`src/rtl/core/sdv_pkg.sv`:
```
package sdv_pkg;

  // Field widths of the items.
  localparam int unsigned CntW  = 16;
  localparam int unsigned SumW  = 32;
  localparam int unsigned SqW   = 47;
  localparam int unsigned OutW  = 32;

  // Internal widths.
  localparam int unsigned FracW = 16;
  localparam int unsigned NumW  = CntW + SqW;      // n*Q and the clamped numerator
  localparam int unsigned MagW  = SumW - 1;        // largest magnitude is 2^31
  localparam int unsigned D1W   = 2 * CntW;        // n*(n-1)
  localparam int unsigned DvsW  = 3 * CntW;        // n*n*(n-1)
  localparam int unsigned DvdW  = NumW + 2 * FracW; // numerator scaled by 2^32
  localparam int unsigned QuoW  = 64;
  localparam int unsigned RootW = QuoW / 2;
  localparam int unsigned SqRemW = RootW + 1;

  // Number of cells in each chain.
  localparam int unsigned DivCells  = DvdW;
  localparam int unsigned SqrtCells = RootW;

  typedef struct packed {
    logic [CntW-1:0]        sample_count;
    logic signed [SumW-1:0] sample_sum;
    logic [SqW-1:0]         square_sum;
  } in_item_t;

  typedef struct packed {
    logic [OutW-1:0] sample_sdev;
    logic [OutW-1:0] mean_serr;
    logic            not_available;
  } out_item_t;

  // One divider lane: divisor, partial remainder, quotient and overflow flag.
  typedef struct packed {
    logic [DvsW-1:0] dvs;
    logic [DvsW-1:0] rem;
    logic [QuoW-1:0] quo;
    logic            ovf;
  } div_lane_t;

  typedef struct packed {
    logic                  valid;
    logic                  na;
    logic [DvdW-1:0]       dvd;
    div_lane_t [1:0]       lane;
  } div_stage_t;

  // One square-root lane: radicand bits still to use, remainder, root.
  typedef struct packed {
    logic [QuoW-1:0]   rad;
    logic [SqRemW-1:0] rem;
    logic [RootW-1:0]  root;
    logic              ovf;
  } sqrt_lane_t;

  typedef struct packed {
    logic             valid;
    logic             na;
    sqrt_lane_t [1:0] lane;
  } sqrt_stage_t;

endpackage

```
`src/rtl/core/sdv_sqrt_cell.sv`:
```
module sdv_sqrt_cell
  import sdv_pkg::*;
(
  input  logic        clk_i,
  input  logic        rst_ni,
  input  logic        en_i,
  input  sqrt_stage_t stage_i,
  output sqrt_stage_t stage_o
);

  sqrt_stage_t stage_d, stage_q;

  // One root digit per lane from the next two radicand bits.
  always_comb begin
    logic [SqRemW+1:0] t;
    logic [SqRemW+1:0] trial;
    logic [SqRemW+1:0] diff;
    logic              ge;
    stage_d = stage_i;
    for (int l = 0; l < 2; l++) begin
      t     = {stage_i.lane[l].rem, stage_i.lane[l].rad[QuoW-1:QuoW-2]};
      trial = {1'b0, stage_i.lane[l].root, 2'b01};
      diff  = t - trial;
      ge    = t >= trial;
      stage_d.lane[l].rem  = ge ? diff[SqRemW-1:0] : t[SqRemW-1:0];
      stage_d.lane[l].root = {stage_i.lane[l].root[RootW-2:0], ge};
      stage_d.lane[l].rad  = stage_i.lane[l].rad << 2;
    end
  end

  always_ff @(posedge clk_i or negedge rst_ni) begin
    if (!rst_ni) begin
      stage_q.valid <= 1'b0;
    end else if (en_i) begin
      stage_q <= stage_d;
    end
  end

  assign stage_o = stage_q;

endmodule

```
`config.mk`:
```
export PLATFORM = sky130hd
export DESIGN_NAME = sdv_sqrt_cell
export DESIGN_NICKNAME = d
export VERILOG_FILES = /design/src/rtl/core/sdv_pkg.sv /design/src/rtl/core/sdv_sqrt_cell.sv
export SDC_FILE = /design/constraint.sdc
export NUM_CORES = 1
export LEC_CHECK = 0
export BUFFER_PORTS_ARGS = -buffer_cell sky130_fd_sc_hd__buf_2
export CORE_AREA = 4 4 201 203
export CTS_CLUSTER_SIZE = 30
export DETAILED_ROUTE_END_ITERATION = 8
export DIE_AREA = 0 0 205 207
export GPL_TIMING_DRIVEN = 0
export SLEW_MARGIN = 20
export SYNTH_ARGS = -nofsm -noshare
export SYNTH_HDL_FRONTEND = slang
export SYNTH_SLANG_ARGS = --single-unit
```
`constraint.sdc`:
```
create_clock -name clk_i -period 0.9 [get_ports clk_i]
set_input_delay 0 -clock clk_i [delete_from_list [all_inputs] [get_ports clk_i]]
set_output_delay 0 -clock clk_i [all_outputs]
set_load 0.01 [all_outputs]
```
Yosys cells after proc, flatten, opt, wreduce, memory -nomap -nowiden --
Index checks and enable logic that the tools add are counted.
Operators by class: add/subtract/negate cells 2, multipliers 0, div/mod/pow operators 0, order comparisons 2, equal/unequal tests 0, shifts and indexed selects 0, multiplexer cells 2, bitwise operators 0, reduce and logical (&&, ||, !) cells 1
Operators with widths (count):
- $ge 35x34->1 | 2
- $mux 33 | 2
- $sub 33x33->33 | 2
- $reduce_and 2->1 | 1
Storage, ports and cells: register bits 258, bits in latches 0, RAM bits 0, bits in read-only memories 0, bits of input ports 265, output and inout port bits 262, logic and storage cells 17, memories kept 0

Longest topological paths before layout --
word-level depth 2, mapped depth 14, gate-level depth less buffers 12

Worst setup path before layout --
Ideal clock, no wire load.
path type in2reg, start point in en_i, end point reg stage_q (netlist bit stage_o[0]) (enable), setup time 0.649 ns, data arrival time 5.808 ns, required time 0.251 ns, path slack -5.557 ns, stages 1, path buffers 0, cell sequence and2_1
Between the ends: word-level cells in the longest chain between the ends 1
Ends and longest elaborated chain:
- start: declaration | line sdv_sqrt_cell.sv:6 | input logic en_i,
- $reduce_and 2->1 (no line)
- end signal: assignment | line sdv_sqrt_cell.sv:35 | stage_q <= stage_d;
- end: declaration | line sdv_sqrt_cell.sv:11 | sqrt_stage_t stage_d, stage_q;
Every way passes these cells. A chain may end at the register's enable or synchronous reset.

==> metrics.md <==
| Metric | Value |
|---|---|
| Outcome | `complete, but fails checks` |
| Failing checks | `hold timing, setup timing` |
| Critical path class | `in -> reg` |
| Most common cell on crit path | `buf_6` |
| Post-Syn Area | `0.01211 mm²` |
| Number of synthesized flops with an enable pin | `257` |
| Max incr delay on CP | `0.30 ns` |
| Clock sink total | `258` |
| Largest net degree at the start of global routing | `56` |
| Drt total wl | `45000 µm` |
| Row cnt | `72` |
| Die area | `0.04244 mm²` |
| H-tree depth | `1` |
| Largest family of logic cells by synthesized area | `compound AO/OA/AOI/OAI gates` |
| Share of cells above drive strength 1 | `47.71%` |
| Synth warnings | `0` |
| Peak VDD IR | `1.289 mV` |
| RD Place Congestion | `0.8395` |
| Via Count | `11.01k` |
| Maximum clock path buffer count | `3` |
| Max Fclk | `0.4072 GHz` |
| Clock transition at path regs | `0.06 ns` |
| IO buf count | `522` |
| Part of the power in registers | `41.3%` |
| Max-cap violations | `0` |
| XOR/XNOR Fraction of Synth Area | `4.269%` |
| R2R depth | `1` |
| Adder-Cell Fraction of Synth Area | `7.028%` |
| WP data arrival | `2.77 ns` |
| Min-Delay Startpoint | `stage_i[195]` |
| Sw frac | `26.93%` |
| First-pass DRT Iterations | `4` |
| Post-synth top flop | `edfxtp_1` |
| Post-route ant nets | `0` |
| Worst relative slew slack | `67.10%` |
| Average size of a mapped cell | `13.56 µm²` |
| Most frequent cell after synthesis | `edfxtp_1` |
| CTS tree | `done` |
| Clock power frac | `33.6%` |
| Hold slack | `-0.001113 ns` |
| Starting Density | `31.47%` |
| Cell-internal power | `25.91 mW` |
| First-pass GRT wire length | `65540 µm` |
| Grt ovf | `0` |
| Power per cell area | `1657 mW/mm²` |
| Hold Path Class | `in -> reg` |
| WL/cell | `19.22 µm` |
| CP required | `1.21 ns` |
| Crit path time final | `2.456 ns` |
| Core area | `0.03847 mm²` |
| Sequential fraction of the synthesis area | `63.96%` |
| Vias in the first global route | `11.26k` |
| Top area cells in the synthesized netlist | `edfxtp_1 64%, ha_1 7.0%, mux2_2 3.3%` |
| Crit-path max FO | `5` |
| Critical path capture point type | `flop` |
| Gr usage total | `19.34%` |
| Slowest cell on the critical path | `mux2_4` |
| Distinct cells, synth | `61` |
| Setup TNS | `-135.71 ns` |
| Detailed-route DRC error count | `0` |
| Clock Root Buffer | `clkbuf_16` |
| Die Wd | `205 µm` |
| CP Launch Type | `input port` |
| Period utilization | `272.9%` |
| R2R Path Start | `stage_o[261]` |
| Comb pwr share | `25.2%` |
| Mux cell area share after synthesis | `3.607%` |
| Final Setup Violations | `326` |
| Compound-Gate Fraction of Synth Area | `11.26%` |
| CP startpoint | `stage_i[34]` |
| Largest area contributor in the netlist | `edfxtp_1` |
| Setup ws final | `-1.556 ns` |
| Hold Vio Cnt, Final | `1` |
| Area grow syn2layout | `76.75%` |
| Max FFs per register | `258` |
| Leak Pwr | `9.120 nW` |
| Worst Path Buf+Inv | `5` |
| P_sw | `9.550 mW` |
| Setup slack, reg-to-reg | `0.11 ns` |
| DP Wirelength | `30380 µm` |
| Worst clock skew | `0 ns` |
| CP delay by family, top | `compound AO/OA/AOI/OAI gates` |
| Slew @ Worst Pin | `0.4891 ns` |
| Number of CTS-inserted buffers | `30` |
| Yosys reg bits | `258` |
| Initial antenna violation count | `11` |
| Area share of and/or/nand/nor cells after synthesis | `6.377%` |
| RSZ-0062 raised after global routing | `true` |
| I/O pin cnt | `527` |
| Iter 0 DRT Violations | `508` |
| Max-slew violation count | `0` |
| Share of flip-flops with an asynchronous set or reset | `0.3876%` |
| Final nets | `2124` |
| WHS Path Cells | `5` |
| Vias/cell | `4.705` |
| WP depth | `16` |
| Clock latency at the later pin of the worst-skew pair | `0.56 ns` |
| Cells after synthesis | `893` |
| Crit-path cells | `buf_8 -> ha_4 -> o21a_1 -> nor2_2 -> nor4_2 -> o31a_1 -> buf_6 -> o31ai_4 -> o211a_1 -> o21ai_2 -> a21o_1 -> a31oi_4 -> buf_6 -> buf_6 -> buf_8 -> mux2_4` |
| Top cell type's share of synthesized area | `63.75%` |
| Synth cell count leaders | `257 x edfxtp_1, 77 x a21oi_1, 77 x inv_1` |
| Die height | `207 µm` |
[area by class of cell]
cell class	instances	area [µm²]
diodes	10	25.02
plain buffers	13	182.7
flip-flops and latches	258	7742
clock inverters	21	170.2
well taps	518	648.1
clock buffers	33	783.3
inverters	77	306.5
repair buffers	873	6477
multi-input cells	538	5061
fillers	3147	17070
[path summary, 6_finish.rpt]
| check | endpoint |
|---|---|
| worst max-delay path | stage_o[54] |
| worst max register to register | stage_o[261] |
| min in group asynchronous | stage_o[261] |
| worst min register to register | stage_o[261] |
| max in group asynchronous | stage_o[261] |
| worst min-delay path | stage_o[194] |
[cell families after synthesis]
group / Yosys count
compound gates: 207
xor+xnor: 59
fa+ha+maj: 68
buf+inv: 101
flops: 258
mux: 39
other cells: 1
simple gates: 160
[routing by layer]
layer / vias up / part of all wire (%) / track usage (%)
met1: 5358 / 40 / 24.12
met5: - / 0.027 / 0
met2: 414 / 49 / 32.58
li1: 5147 / - / -
met4: 2 / 3.5 / 7.623
met3: 93 / 7.2 / 4.332
[layout by cell type, fill, tap and decap left out, types with 6 or more instances in the layout]
cell type and instances:
dlygate4sd3_1 264, inv_2 18, a21oi_2 33, buf_6 37, nand4_1 10, buf_12 9, xor2_1 23, o21ai_0 21
clkbuf_16 39, a21oi_1 41, ha_4 32, o21a_1 10, ha_1 33, a21o_1 30, clkinv_1 6, diode_2 10
clkinv_2 6, nand3_1 13, buf_4 67, buf_8 10, o21ai_2 7, nor2_1 33, xnor2_1 34, nor2_4 21
o21bai_1 10, nand2_1 33, nand2b_1 8, nor2b_1 6, mux2_4 36, inv_1 54, buf_2 484, edfxtp_1 257
[per-stage QoR]
stage	area (µm²)	worst slack, ns	utilization [%]	total power [mW]	std cells
6_report	21400	-1.556	55.62	35.46	2341
5_1_grt	21390	-1.604	55.62	36.99	2340
4_1_cts	20690	-1.654	53.79	35.19	2300
3_5_place_dp	15940	-2.443	41.45	21.26	1941
3_3_place_gp	15820	-2.448	41.13	21.15	1936
2_1_floorplan	12560	-1.737	-	18.77	896
[power groups by stage]
stage	registers, mW	logic [mW]	clock network (mW)
floorplan	15.4	3.35	0
global placement	14.9	6.27	0
detailed placement	14.9	6.41	0
CTS	14.6	8.39	12.2
global route	14.7	9.57	12.7
finish	14.6	8.93	11.9
[repair_timing]
item | in CTS | in global routing
cloned | 7 | 6
pin swaps | 49 | 41
resized for setup | 153 | 113
endpoints found under the hold margin | 277 | 7
endpoints found under the setup margin | 326 | 563
hold buffers | 258 | 8
buffers inserted | 48 | 27
Note: power is estimated with default switching activity, not from simulation.
