<file path="src/rtl/core/sdv_pkg.sv">
package sdv_pkg;

  // Field widths of the items.
  localparam int unsigned CntW  = 16;
  localparam int unsigned SumW  = 32;
  localparam int unsigned SqW   = 47;
  localparam int unsigned OutW  = 32;

  // Internal widths.
  localparam int unsigned FracW = 16;
  localparam int unsigned NumW  = CntW + SqW;      // n*Q and the clamped numerator
  localparam int unsigned MagW  = SumW - 1;        // largest magnitude is 2^31
  localparam int unsigned D1W   = 2 * CntW;        // n*(n-1)
  localparam int unsigned DvsW  = 3 * CntW;        // n*n*(n-1)
  localparam int unsigned DvdW  = NumW + 2 * FracW; // numerator scaled by 2^32
  localparam int unsigned QuoW  = 64;
  localparam int unsigned RootW = QuoW / 2;
  localparam int unsigned SqRemW = RootW + 1;

  // Number of cells in each chain.
  localparam int unsigned DivCells  = DvdW;
  localparam int unsigned SqrtCells = RootW;

  typedef struct packed {
    logic [CntW-1:0]        sample_count;
    logic signed [SumW-1:0] sample_sum;
    logic [SqW-1:0]         square_sum;
  } in_item_t;

  typedef struct packed {
    logic [OutW-1:0] sample_sdev;
    logic [OutW-1:0] mean_serr;
    logic            not_available;
  } out_item_t;

  // One divider lane: divisor, partial remainder, quotient and overflow flag.
  typedef struct packed {
    logic [DvsW-1:0] dvs;
    logic [DvsW-1:0] rem;
    logic [QuoW-1:0] quo;
    logic            ovf;
  } div_lane_t;

  typedef struct packed {
    logic                  valid;
    logic                  na;
    logic [DvdW-1:0]       dvd;
    div_lane_t [1:0]       lane;
  } div_stage_t;

  // One square-root lane: radicand bits still to use, remainder, root.
  typedef struct packed {
    logic [QuoW-1:0]   rad;
    logic [SqRemW-1:0] rem;
    logic [RootW-1:0]  root;
    logic              ovf;
  } sqrt_lane_t;

  typedef struct packed {
    logic             valid;
    logic             na;
    sqrt_lane_t [1:0] lane;
  } sqrt_stage_t;

endpackage

</file>
<file path="src/rtl/core/sdv_div_cell.sv">
module sdv_div_cell
  import sdv_pkg::*;
(
  input  logic       clk_i,
  input  logic       rst_ni,
  input  logic       en_i,
  input  div_stage_t stage_i,
  output div_stage_t stage_o
);

  div_stage_t stage_d, stage_q;

  // One restoring division step per lane on the next dividend bit.
  always_comb begin
    logic [DvsW:0] t;
    logic [DvsW:0] diff;
    logic          ge;
    stage_d     = stage_i;
    stage_d.dvd = stage_i.dvd << 1;
    for (int l = 0; l < 2; l++) begin
      t    = {stage_i.lane[l].rem, stage_i.dvd[DvdW-1]};
      diff = t - {1'b0, stage_i.lane[l].dvs};
      ge   = t >= {1'b0, stage_i.lane[l].dvs};
      stage_d.lane[l].rem = ge ? diff[DvsW-1:0] : t[DvsW-1:0];
      stage_d.lane[l].quo = {stage_i.lane[l].quo[QuoW-2:0], ge};
      stage_d.lane[l].ovf = stage_i.lane[l].ovf | stage_i.lane[l].quo[QuoW-1];
    end
  end

  always_ff @(posedge clk_i or negedge rst_ni) begin
    if (!rst_ni) begin
      stage_q.valid <= 1'b0;
    end else if (en_i) begin
      stage_q <= stage_d;
    end
  end

  assign stage_o = stage_q;

endmodule

</file>
<file path="config.mk">
export PLATFORM = sky130hd
export DESIGN_NAME = sdv_div_cell
export DESIGN_NICKNAME = d
export VERILOG_FILES = /design/src/rtl/core/sdv_pkg.sv /design/src/rtl/core/sdv_div_cell.sv
export SDC_FILE = /design/constraint.sdc
export NUM_CORES = 1
export LEC_CHECK = 0
export ABC_CLOCK_PERIOD_IN_PS = 1200
export BUFFER_PORTS_ARGS = -buffer_cell sky130_fd_sc_hd__buf_2
export CORE_AREA = 2 2 329 331
export DETAILED_ROUTE_END_ITERATION = 8
export DIE_AREA = 0 0 331 333
export MAX_ROUTING_LAYER = met4
export PLACE_DENSITY = 0.38
export SYNTH_ARGS = -nofsm -noshare
export SYNTH_HDL_FRONTEND = slang
export SYNTH_SLANG_ARGS = --single-unit
</file>
<file path="constraint.sdc">
create_clock -name clk_i -period 1.2 [get_ports clk_i]
set_clock_uncertainty 0.2 [all_clocks]
set_input_delay 0.18 -clock clk_i [delete_from_list [all_inputs] [get_ports clk_i]]
set_output_delay 0.18 -clock clk_i [all_outputs]
set_load 0.005 [all_outputs]
</file>
# After elaboration in Yosys (flattened, before gate mapping)
# Index checks and enable logic that the tools add are counted.
dict set report totals {
  register_bits 418
  input_bits 422
}
dict set report classes {
  n_addsub 2
  n_lt_le_gt_ge 2
  muxes 2
  bitwise 2
  n_reduce_logical 1
}
# cell n
set op_table {}
lappend op_table {{$ge 49x48->1} 2}
lappend op_table {{$mux 48} 2}
lappend op_table {{$sub 48x48->48} 2}
lappend op_table {{$or 1x1->1} 2}
lappend op_table {{$reduce_and 2->1} 1}

# Longest topological paths before layout
dict set report depth {
  ltp_word 2
  ltp_mapped 15
  ltp_nobuf 13
}

# Worst setup path before layout
# Ideal clock, no wire load.
dict set report synth_timing {
  path_kind {input port to flip-flop}
  from {in en_i}
  to {reg stage_q (netlist bit stage_o[0]), enable pin}
  setup_time_ns 0.832
  arrival_time_ns 9.554
  required_time_ns 0.168
  setup_slack_ns -9.386
  stages 1
  n_path_buf 0
  path_cell_list {and2_1}
}
dict set report synth_via {
  elab_chain_cells 1
}
# item line_no
set synth_lines {}
lappend synth_lines {{from (decl)} sdv_div_cell.sv:6} ;# input logic en_i,
lappend synth_lines {{$reduce_and 2->1 (no source line)} -}
lappend synth_lines {{to (signal assigned)} sdv_div_cell.sv:34} ;# stage_q <= stage_d;
lappend synth_lines {{to (decl)} sdv_div_cell.sv:11} ;# div_stage_t stage_d, stage_q;
# No other way between the ends.
# A chain may end at the register's enable or synchronous reset.

==> results.yml <==
critical_path:
  end_kind: "register"
  startpoint_type: "input port"
  cp_common_cell: "buf_4"
  critPathKind: "input port to register"
  path_cells: "buf_12, inv_12, buf_4, ha_4, fa_2, nand2b_4, a21oi_4, nor3b_4, nor2_2, a31oi_4, a2111oi_4, buf_4, nor2_4, or4b_1, nand4_1, mux2_4"
  critPathRequiredTime_ns: 1.51
  path_max_fanout: 4
  cp_slowest_cell: "or4b_1"
  cpPeakStageDelay_ns: 0.48
  worstPathArrival_ns: 3.04
route:
  routed_wirelength_mm: 96.1
  ant_nets: 0
  dr_total_vias: 19203
  first_iter_violations: 881
  drcViolationCount: 0
  detail_route.wl_per_cell_um: 20.4
  viasPerCell: 4.07
  dr.pass1.iters: 5
grt:
  grt_start_max_net_pins: 34
  antenna_found_initial: 19
  overflow: 0
  track_usage_pct: 17.0
  grt_pass1_vias: 20743
  grt_pass1_wl_mm: 134
finish:
  utilization_pct: 35.8
  nNetsFinal: 3780
  fin_cells: 4718
  layout-drive-gt1-share_pct: 52.2
  largest_reg_flops: 418
  design_area_mm2: 0.0382
  area_delta_synth_final_pct: 93.0
synth:
  synth_nets: 2016
  yosysTopAreaCellShare_pct: 63.3
  syn_area_mm2: 0.0198
  ys_seq_area_share_pct: 63.4
  syn_area_per_cell_um2: 13.2
  ys_seq_elements: 418
  syn_inst: 1496
  netlist.top_cell.by_area: "edfxtp_1"
  synth_cell_types: 77
  synth-edff-count: 417
  synth-xor-area-share_pct: 3.76
  synth-simple-area-share_pct: 6.92
  synth_flop_cell: "edfxtp_1"
  synth_compound_area_share_pct: 12.0
  yosysWarnings: 0
  synth_mux_area_share_pct: 3.93
  ys_top_cells_by_area: "edfxtp_1, ha_1, a21oi_1, mux2_2, xnor2_1"
  synth_top_family_by_area: "compound AO/OA/AOI/OAI gates"
  ys_async_sr_fraction_pct: 0.239
  synth_adder_area_share_pct: 6.27
power_and_ir_drop:
  power_frac_comb_pct: 26.8
  pwr_density_cell_mw_per_mm2: 1200
  clkPwrFrac_pct: 34.1
  p_total_uw: 45800
  power_leakage_uw: 0.0166
  switching_share_pct: 27.3
  power_frac_seq_pct: 39.1
  intPower_uw: 33300
  ir_drop_mv: 1.02
  switchingPower_uw: 12500
floorplanning:
  dieArea_mm2: 0.110
  initial_utilization_pct: 18.6
  num_io_pins: 841
  die_y_um: 333
  rows: 120
  core_area_mm2: 0.107
  fp.dieW_um: 331
clocking:
  cts_sinks: 418
  clock_tree.buffer_depth: 3
  cts_buffers: 50
  ctsHtreeMaxLevel: 2
  cts_tree: "yes"
  path_clk_slew_ns: 0.07
  clk-insertion-delay-late_ns: 0.60
  root_buffer: "clkbuf_16"
place:
  dpl.hpwl_mm: 76.1
  place_area_mm2: 0.0299
  io_buffers: 839
  globalplace.congestion: 0.924
  dp.cells: 4115
timing:
  relSlewSlack_pct: 60.5
  worst_pin_slew_ns: 0.578
  slew_violations: 0
  period_share_pct: 228
  post-route-min-period_ns: 2.73
  max_freq_ghz: 0.366
  report.final.setup_viol: 527
  rsz0062_at_grt: "true"
  finalHoldViolCount: 7
  whs_ns: -0.389
  fin_ws_ns: -1.53
flow_run:
  max_cap_violations: 0
hold_path:
  hold_path_class: "input port to register"
status:
  violations: "negative hold slack, negative setup slack"
  status: "complete, but fails checks"
==> power by group through the flow <==
| stage | Sequential [uW] | Combinational (uW) | Clock, uW |
|---|---|---|---|
| finish | 17900 | 12300 | 15600 |
| detailed placement | 18200 | 9770 | 0 |
| global placement | 18200 | 9770 | 0 |
| global route | 18000 | 13200 | 16700 |
| CTS | 17900 | 11900 | 16200 |
| floorplan | 18300 | 4370 | 0 |
==> worst paths after layout <==
| path | startpoint | to | slack [ns] | cells past startpoint |
|---|---|---|---|---|
| max reg2reg | stage_o[418] | stage_o[418] | 0.12 | 2 |
| min | stage_i[274] | stage_o[274] | -0.39 | 1 |
| min reg2reg | stage_o[418] | stage_o[418] | 0.42 | 2 |
| max in group asynchronous | rst_ni | stage_o[418] | 0.39 | 4 |
| min in group asynchronous | rst_ni | stage_o[418] | 0.30 | 4 |
| max | stage_i[416] | stage_o[105] | -1.53 | 16 |
==> layer usage <==
layer	vias up	part of all wire, %	global-route usage, %
met5	-	0	-
met4	0	2.9	5.05
met3	139	6.8	4.43
met2	666	48	28.3
met1	9263	42	20.0
li1	9135	-	-
==> layout make-up <==
| class | instances | area [um2] |
|---|---|---|
| clock inverters | 31 | 370 |
| fillers | 10732 | 68400 |
| repair buffers | 1770 | 13400 |
| flip-flops and latches | 418 | 12500 |
| clock buffers | 63 | 1300 |
| well taps | 1403 | 1760 |
| multi-input cells | 899 | 8270 |
| diodes | 13 | 32.5 |
| inverters | 121 | 537 |
==> cells in the final DEF, fill, tap and decap left out, drive strengths merged, types with 6 or more instances in the layout <==
master,n
a21o,51
a21oi,144
a221oi,6
a31oi,6
and3,7
buf,1337
bufinv,6
clkbuf,65
clkinv,23
diode,13
dlygate4sd3,431
edfxtp,417
ha,96
inv,122
mux2,63
nand2,56
nand2b,20
nand3,19
nand4,31
nor2,105
nor2b,9
nor3,10
nor4,7
o211ai,9
o21a,15
o21ai,59
o21bai,23
o31a,6
xnor2,55
xor2,30
==> kinds of logic after synthesis <==
logic type / count (synthesis)
and+or+nand+nor: 286
muxes: 68
adders and majority gates: 98
buffers and inverters: 179
xor gates and xnor gates: 85
DFF: 418
AOI/OAI and AO/OA: 361
other: 1
==> cells in the mapped netlist (all sizes together) (3+ instances only) <==
cell and instances:
nand3 19, o31a 6, o21ai 59, edfxtp 417
o211ai 9, a21o 51, nand2 56, a31oi 6
o21bai 23, a21oi 144, nor3 10, a221oi 6
a211oi 4, inv 121, a2111oi 4, nor2b 9
o41ai 4, nand2b 20, and4 3, o21a 15
nor2 105, o221a 3, o311ai 4, ha 96
buf 21, mux2 63, xnor2 55, or2 5
xor2 30, or3 5, and2 3, and3 7
mux2i 5, nor4 7, a211o 4, clkbuf 37
nand4 31
==> worst max-delay path, delay by kind of cell <==
| kind | cells | cell delay, ns |
|---|---|---|
| AND/OR/NAND/NOR | 6 | 1.03 |
| AO/OA/AOI/OAI | 3 | 0.73 |
| adder cells (fa/ha/maj) | 2 | 0.50 |
| buffers and inverters | 4 | 0.44 |
| multiplexers | 1 | 0.14 |
==> stage by stage <==
step / setup WS [ns] / TNS, ns
6_report: -1.53 / -263.75
5_1_grt: -1.58 / -301.68
4_1_cts: -1.48 / -361.29
3_5_place_dp: -2.35 / -346.41
3_3_place_gp: -2.32 / -338.70
2_1_floorplan: -2.52 / -1208.57
==> repair_timing <==
item                                    in CTS  in global routing
resized for setup                          242                150
gates cloned                                 7                  2
setup buffers                               36                 28
endpoints found under the setup margin     516                934
hold endpoints to repair                   422                 14
hold buffers                               426                  6
pin swaps                                   45                 69
Note: power is estimated with default switching activity, not from simulation.
